===== config.mk =====
export PLATFORM = sky130hd
export DESIGN_NAME = simd_compare_unit_core
export DESIGN_NICKNAME = d
export VERILOG_FILES = /design/src/hw/rtl/scu_pkg.sv /design/src/hw/rtl/scu_lane.sv /design/src/hw/rtl/scu_merge.sv /design/src/hw/rtl/simd_compare_unit_core.sv
export SDC_FILE = /design/constraint.sdc
export NUM_CORES = 1
export LEC_CHECK = 0
export BUFFER_PORTS_ARGS = -buffer_cell sky130_fd_sc_hd__buf_2
export CORE_ASPECT_RATIO = 1.1
export CORE_MARGIN = 2
export CORE_UTILIZATION = 54
export DETAILED_ROUTE_END_ITERATION = 16
export PLACE_DENSITY = 0.8
export SETUP_SLACK_MARGIN = 0.2
export SYNTH_ARGS = -nofsm -noshare
export SYNTH_HDL_FRONTEND = slang
export SYNTH_HIERARCHICAL = 1
export SYNTH_SLANG_ARGS = --single-unit

===== constraint.sdc =====
create_clock -name clk -period 5.5 [get_ports clk]
set_clock_uncertainty 0.05 [all_clocks]
set_input_delay 1.1 -clock clk [delete_from_list [all_inputs] [get_ports clk]]
set_output_delay 1.1 -clock clk [all_outputs]
set_load 0.01 [all_outputs]

===== src/hw/rtl/scu_pkg.sv =====
// Shared types, codes and float compare helpers for the SIMD compare unit.
package scu_pkg;

  typedef enum logic [2:0] {
    OP_INT_EQ  = 3'd0,
    OP_INT_GT  = 3'd1,
    OP_FP_PACK = 3'd2,
    OP_FP_SCAL = 3'd3,
    OP_COMIS   = 3'd4,
    OP_PTEST   = 3'd5
  } op_t;

  typedef enum logic [2:0] {
    PR_EQ    = 3'd0,
    PR_LT    = 3'd1,
    PR_LE    = 3'd2,
    PR_UNORD = 3'd3,
    PR_NEQ   = 3'd4,
    PR_NLT   = 3'd5,
    PR_NLE   = 3'd6,
    PR_ORD   = 3'd7
  } pred_t;

  localparam int unsigned LaneW = 64;

  // Relation of two float operands.
  typedef struct packed {
    logic eq;
    logic lt;
    logic unord;
  } fcmp_t;

  // Control that every lane sees.
  typedef struct packed {
    logic [2:0] op;
    logic [1:0] lane_size;
    logic       is_double;
    logic [2:0] pred;
  } lane_ctl_t;

  // Per-lane findings passed to the merge stage.
  typedef struct packed {
    logic [LaneW-1:0] mask;     // vector result for this lane word
    fcmp_t            rel;      // scalar relation of the low element
    logic             and_nz;   // A & B nonzero in this word
    logic             andn_nz;  // ~A & B nonzero in this word
  } lane_res_t;

  function automatic logic pred_eval(fcmp_t c, logic [2:0] p);
    logic r;
    case (p)
      PR_EQ:    r = c.eq;
      PR_LT:    r = c.lt;
      PR_LE:    r = c.lt | c.eq;
      PR_UNORD: r = c.unord;
      PR_NEQ:   r = ~c.eq;
      PR_NLT:   r = ~c.lt;
      PR_NLE:   r = ~(c.lt | c.eq);
      default:  r = ~c.unord;
    endcase
    return r;
  endfunction

  // Single compare: sign-magnitude mapped to an unsigned order key.
  function automatic fcmp_t fcmp_s(logic [31:0] a, logic [31:0] b);
    fcmp_t r;
    logic [31:0] ka, kb;
    r.unord = (a[30:0] > 31'h7F800000) || (b[30:0] > 31'h7F800000);
    ka = a[31] ? ~a : {1'b1, a[30:0]};
    kb = b[31] ? ~b : {1'b1, b[30:0]};
    if (r.unord) begin
      r.eq = 1'b0;
      r.lt = 1'b0;
    end else if (a[30:0] == '0 && b[30:0] == '0) begin
      r.eq = 1'b1;
      r.lt = 1'b0;
    end else begin
      r.eq = (ka == kb);
      r.lt = (ka < kb);
    end
    return r;
  endfunction

  function automatic fcmp_t fcmp_d(logic [63:0] a, logic [63:0] b);
    fcmp_t r;
    logic [63:0] ka, kb;
    r.unord = (a[62:0] > 63'h7FF0000000000000) || (b[62:0] > 63'h7FF0000000000000);
    ka = a[63] ? ~a : {1'b1, a[62:0]};
    kb = b[63] ? ~b : {1'b1, b[62:0]};
    if (r.unord) begin
      r.eq = 1'b0;
      r.lt = 1'b0;
    end else if (a[62:0] == '0 && b[62:0] == '0) begin
      r.eq = 1'b1;
      r.lt = 1'b0;
    end else begin
      r.eq = (ka == kb);
      r.lt = (ka < kb);
    end
    return r;
  endfunction

endpackage


===== src/hw/rtl/scu_lane.sv =====
// One 64-bit compare lane: integer, float and test work on one word of A and B.
module scu_lane (
  input  logic [63:0]       a,
  input  logic [63:0]       b,
  input  scu_pkg::lane_ctl_t ctl,
  output scu_pkg::lane_res_t res
);
  import scu_pkg::*;

  logic [7:0]  eq8, gt8;
  logic [3:0]  eq16, gt16;
  logic [1:0]  eq32, gt32;
  logic        eq64, gt64;
  logic [63:0] int_mask;
  fcmp_t       c_lo, c_hi, c_d;
  logic [63:0] fp_mask;

  // Element compares at each integer width.
  always_comb begin
    for (int i = 0; i < 8; i++) begin
      eq8[i] = a[8*i +: 8] == b[8*i +: 8];
      gt8[i] = $signed(a[8*i +: 8]) > $signed(b[8*i +: 8]);
    end
    for (int i = 0; i < 4; i++) begin
      eq16[i] = a[16*i +: 16] == b[16*i +: 16];
      gt16[i] = $signed(a[16*i +: 16]) > $signed(b[16*i +: 16]);
    end
    for (int i = 0; i < 2; i++) begin
      eq32[i] = a[32*i +: 32] == b[32*i +: 32];
      gt32[i] = $signed(a[32*i +: 32]) > $signed(b[32*i +: 32]);
    end
    eq64 = a == b;
    gt64 = $signed(a) > $signed(b);
  end

  // Spread element hits to byte masks.
  always_comb begin
    int_mask = '0;
    for (int i = 0; i < 8; i++) begin
      case (ctl.lane_size)
        2'd0:    int_mask[8*i +: 8] = {8{(ctl.op == OP_INT_GT) ? gt8[i] : eq8[i]}};
        2'd1:    int_mask[8*i +: 8] = {8{(ctl.op == OP_INT_GT) ? gt16[i/2] : eq16[i/2]}};
        2'd2:    int_mask[8*i +: 8] = {8{(ctl.op == OP_INT_GT) ? gt32[i/4] : eq32[i/4]}};
        default: int_mask[8*i +: 8] = {8{(ctl.op == OP_INT_GT) ? gt64 : eq64}};
      endcase
    end
  end

  // Float compares.
  always_comb begin
    c_lo = fcmp_s(a[31:0], b[31:0]);
    c_hi = fcmp_s(a[63:32], b[63:32]);
    c_d  = fcmp_d(a, b);
    if (ctl.is_double) begin
      fp_mask = {64{pred_eval(c_d, ctl.pred)}};
    end else begin
      fp_mask = {{32{pred_eval(c_hi, ctl.pred)}}, {32{pred_eval(c_lo, ctl.pred)}}};
    end
  end

  always_comb begin
    res.mask    = (ctl.op == OP_INT_EQ || ctl.op == OP_INT_GT) ? int_mask : fp_mask;
    res.rel     = ctl.is_double ? c_d : c_lo;
    res.and_nz  = |(a & b);
    res.andn_nz = |(~a & b);
  end

endmodule


===== src/hw/rtl/scu_merge.sv =====
// Merge stage: combines the two lane results into the result vector and flags.
module scu_merge (
  input  scu_pkg::lane_ctl_t ctl,
  input  scu_pkg::lane_res_t res_lo,
  input  scu_pkg::lane_res_t res_hi,
  input  logic [63:0]        a_lo,
  input  logic [63:0]        a_hi,
  output logic [63:0]        result_lo,
  output logic [63:0]        result_hi,
  output logic               flags_written,
  output logic               zero_flag,
  output logic               carry_flag,
  output logic               parity_flag
);
  import scu_pkg::*;

  logic hit;

  always_comb begin
    hit           = pred_eval(res_lo.rel, ctl.pred);
    result_lo     = '0;
    result_hi     = '0;
    flags_written = 1'b0;
    zero_flag     = 1'b0;
    carry_flag    = 1'b0;
    parity_flag   = 1'b0;
    case (ctl.op)
      OP_INT_EQ, OP_INT_GT, OP_FP_PACK: begin
        result_lo = res_lo.mask;
        result_hi = res_hi.mask;
      end
      OP_FP_SCAL: begin
        result_lo = ctl.is_double ? {64{hit}} : {a_lo[63:32], {32{hit}}};
        result_hi = a_hi;
      end
      OP_COMIS: begin
        flags_written = 1'b1;
        zero_flag     = res_lo.rel.eq | res_lo.rel.unord;
        carry_flag    = res_lo.rel.lt | res_lo.rel.unord;
        parity_flag   = res_lo.rel.unord;
      end
      OP_PTEST: begin
        flags_written = 1'b1;
        zero_flag     = ~(res_lo.and_nz | res_hi.and_nz);
        carry_flag    = ~(res_lo.andn_nz | res_hi.andn_nz);
      end
      default: ;
    endcase
  end

endmodule


===== src/hw/rtl/simd_compare_unit_core.sv =====
// Top level of the SIMD compare unit: two lanes, merge, output register.
//
//  channel | direction | signals
//  in      | input     | in_valid, in_stall, op, lane_size, is_double, pred, a_*, b_*
//  out     | output    | out_valid, out_stall, result_*, flags_written, *_flag
//
// One beat per cycle while the output is not stalled; a result appears in the cycle after its input beat is taken.
// The lanes and merge are combinational; the single output register follows them.
// The input is stalled only while the output register holds a beat that is stalled.
// Reset clears out_valid; the payload register is not reset.
module simd_compare_unit_core (
  input  logic        clk,
  input  logic        rst,
  input  logic        in_valid,
  output logic        in_stall,
  input  logic [2:0]  op,
  input  logic [1:0]  lane_size,
  input  logic        is_double,
  input  logic [2:0]  pred,
  input  logic [63:0] a_lo,
  input  logic [63:0] a_hi,
  input  logic [63:0] b_lo,
  input  logic [63:0] b_hi,
  output logic        out_valid,
  input  logic        out_stall,
  output logic [63:0] result_lo,
  output logic [63:0] result_hi,
  output logic        flags_written,
  output logic        zero_flag,
  output logic        carry_flag,
  output logic        parity_flag
);
  import scu_pkg::*;

  lane_ctl_t   ctl;
  lane_res_t   res_lo, res_hi;
  logic [63:0] m_lo, m_hi;
  logic        m_fw, m_zf, m_cf, m_pf;
  logic        load;

  assign ctl = '{op: op, lane_size: lane_size, is_double: is_double, pred: pred};

  scu_lane u_lane_lo (.a(a_lo), .b(b_lo), .ctl(ctl), .res(res_lo));
  scu_lane u_lane_hi (.a(a_hi), .b(b_hi), .ctl(ctl), .res(res_hi));

  scu_merge u_merge (
    .ctl(ctl), .res_lo(res_lo), .res_hi(res_hi), .a_lo(a_lo), .a_hi(a_hi),
    .result_lo(m_lo), .result_hi(m_hi), .flags_written(m_fw),
    .zero_flag(m_zf), .carry_flag(m_cf), .parity_flag(m_pf)
  );

  // Output register: take a new beat when empty or draining.
  assign in_stall = out_valid & out_stall;
  assign load     = in_valid & ~in_stall;

  always_ff @(posedge clk) begin
    if (rst) begin
      out_valid <= 1'b0;
    end else if (!in_stall) begin
      out_valid <= in_valid;
    end
  end

  always_ff @(posedge clk) begin
    if (load) begin
      result_lo     <= m_lo;
      result_hi     <= m_hi;
      flags_written <= m_fw;
      zero_flag     <= m_zf;
      carry_flag    <= m_cf;
      parity_flag   <= m_pf;
    end
  end

endmodule


==> flow_summary.yaml <==
clock_network:
  cts_max_level: 4
  clk_pin_slew_ns: 0.07
  clock_path_buffers: 2
  cts.sinks: 133
  cts-root-buf: "clkbuf_16"
  post_cts_buffers: 0
  cts_tree: "done"
  clk_latency_ns: 0.45
  cts_buffers: 17
global_route:
  grt_max_degree: 133
  grt_overflow: 0
  grt_use_total_pct: 34.2
  grt_pass1_vias: 23300
  antenna_found_initial: 19
  grt_pass1_wl_um: 131000
floorplanning:
  core_area_sq_um: 46900
  die-area_sq_um: 49500
  num_rows: 83
  num_io_pins: 403
  fp.dieW_um: 212
  start_util_pct: 54.9
  die_height_um: 233
route:
  num_vias: 24700
  ant_nets: 0
  drt-pass1-iter-count: 8
  drc_errors: 0
  wire_per_inst_um: 21.4
  routed_wl_um: 86300
  viasPerCell: 6.12
  drtIter0Drc: 2250
yosys:
  syn_area_sq_um: 25800
  avgSynthCellArea_sq_um: 8.32
  yosys_warnings: 6
  syn_inst: 3096
  synth_nets: 3941
timing:
  tightestPinTransition_ns: 1.05
  relSlewSlack_pct: 29.1
  hold_viol_final: 0
  final.min_clock_period_ns: 5.12
  timing.fmax_ghz: 0.195
  rsz0062_at_grt: "no"
  fin_crit_sh_pct: 93.1
  setup_ws_ns: 0.378
  finalSetupViolations: 0
  drv_slew: 0
  hold-worst-slack_ns: 0.466
setup_path:
  crit_path_cell_trace: "buf_4, buf_12, xnor2_1, ha_1, nand4_1, or4_1, or4_1, a2111oi_0, buf_4, nor4_1, o21ai_0, o22ai_1, o21bai_1, nand2_1, a21oi_1"
  critPathArrivalTime_ns: 5.23
  slowest_stage: "or4_1"
  critPathMaxStageDelay_ns: 0.66
  cp_max_fo: 32
  end_kind: "flip-flop"
  required_ns: 5.61
  start_kind: "input pin"
  worstSetupPathType: "input pin to flip-flop"
placement:
  place_ws_ns: -0.152
  dp_cells: 3990
  dp_hpwl_um: 67500
  io_buffer_count: 402
  post_dp_cell_area_sq_um: 28000
  gp_congestion: 1.10
min_path:
  hp-class: "flip-flop to flip-flop"
power_and_ir_drop:
  irDropWorstVdd_mv: 0.187
  powerDensity_nw_per_um2: 170
  power.leakage_nw: 13.8
final_layout:
  finalNonFillerCells: 4035
  final_common_cell: "ha_1"
  n_fill_cell: 4168
  nNetsFinal: 4217
  final_cell_mix: "ha_1, buf_2, inv_1, a21oi_1, nand2_1"
  area_growth_pct: 11.4
  stdcell_area_sq_um: 28700
  drive_above_1_share_pct: 17.5
job:
  maxCapViolations: 0
status:
  outcome: "complete, no violations"
-- stage by stage --
step,TNS (ns),utilization [%],total power [mW]
final,0,61.2,4.87
after floorplan,0,-,2.93
after global routing,0,61.1,5.18
after global placement,-0.261,59.8,3.56
after detailed placement,-0.991,59.8,3.61
after CTS,0,61.0,4.83
-- timing repair --
action,CTS,global route
endpoints found under the setup margin,0,30
hold buffers,0,0
endpoints found under the hold margin,0,0
gates resized for setup,0,5
-- worst max-delay path: cells and delay by family --
kind | cells | cell delay, ns
AOI/OAI and AO/OA | 5 | 1.30
and+or+nand+nor | 5 | 1.47
adders and majority gates | 1 | 0.32
xor gates and xnor gates | 1 | 0.14
buffers and inverters | 3 | 0.84
-- state kept, by name, indices dropped and copies added (netlist names) --
signal and flops:
carry_flag 1, flags_written 1, out_valid 1, parity_flag 1, result_hi 64, result_lo 64
zero_flag 1
-- routing by layer --
metal  vias up  track usage, %  part of all wire, %
met4        14            23.4                  7.7
met1     11600            39.5                   37
met3       323            5.59                  7.8
li1      11500               -                    -
met5         -               0                 0.11
met2      1237            57.9                   47
-- path summary, 6_finish.rpt --
| path | start | to | slack (ns) | depth (start not counted) |
|---|---|---|---|---|
| worst min register to register | out_valid | out_valid | 0.47 | 2 |
| worst max-delay path | b_hi[63] | result_hi[36] | 0.38 | 15 |
| worst max register to register | out_valid | result_hi[50] | 3.82 | 3 |
| worst min-delay path | out_valid | out_valid | 0.47 | 2 |
-- power by group --
group | internal (mW) | leakage, nW | switching [mW]
clock | 0.653 | 0.296 | 0.559
sequential | 1.24 | 1.33 | 0.0287
combinational | 0.933 | 12.1 | 1.46
total | 2.82 | 13.8 | 2.05
-- cell type report --
class / count / area, sq um / area share [%]
Multi-Input combinational cell: 2431 / 19300 / 67.3
Sequential cell: 133 / 3980 / 13.9
Tap cell: 637 / 797 / 2.78
Antenna cell: 13 / 32.5 / 0.113
Timing Repair Buffer: 484 / 2820 / 9.83
Inverter: 305 / 1140 / 3.99
Clock inverter: 15 / 181 / 0.632
Clock buffer: 17 / 425 / 1.48
(Power assumes the default switching activity.)
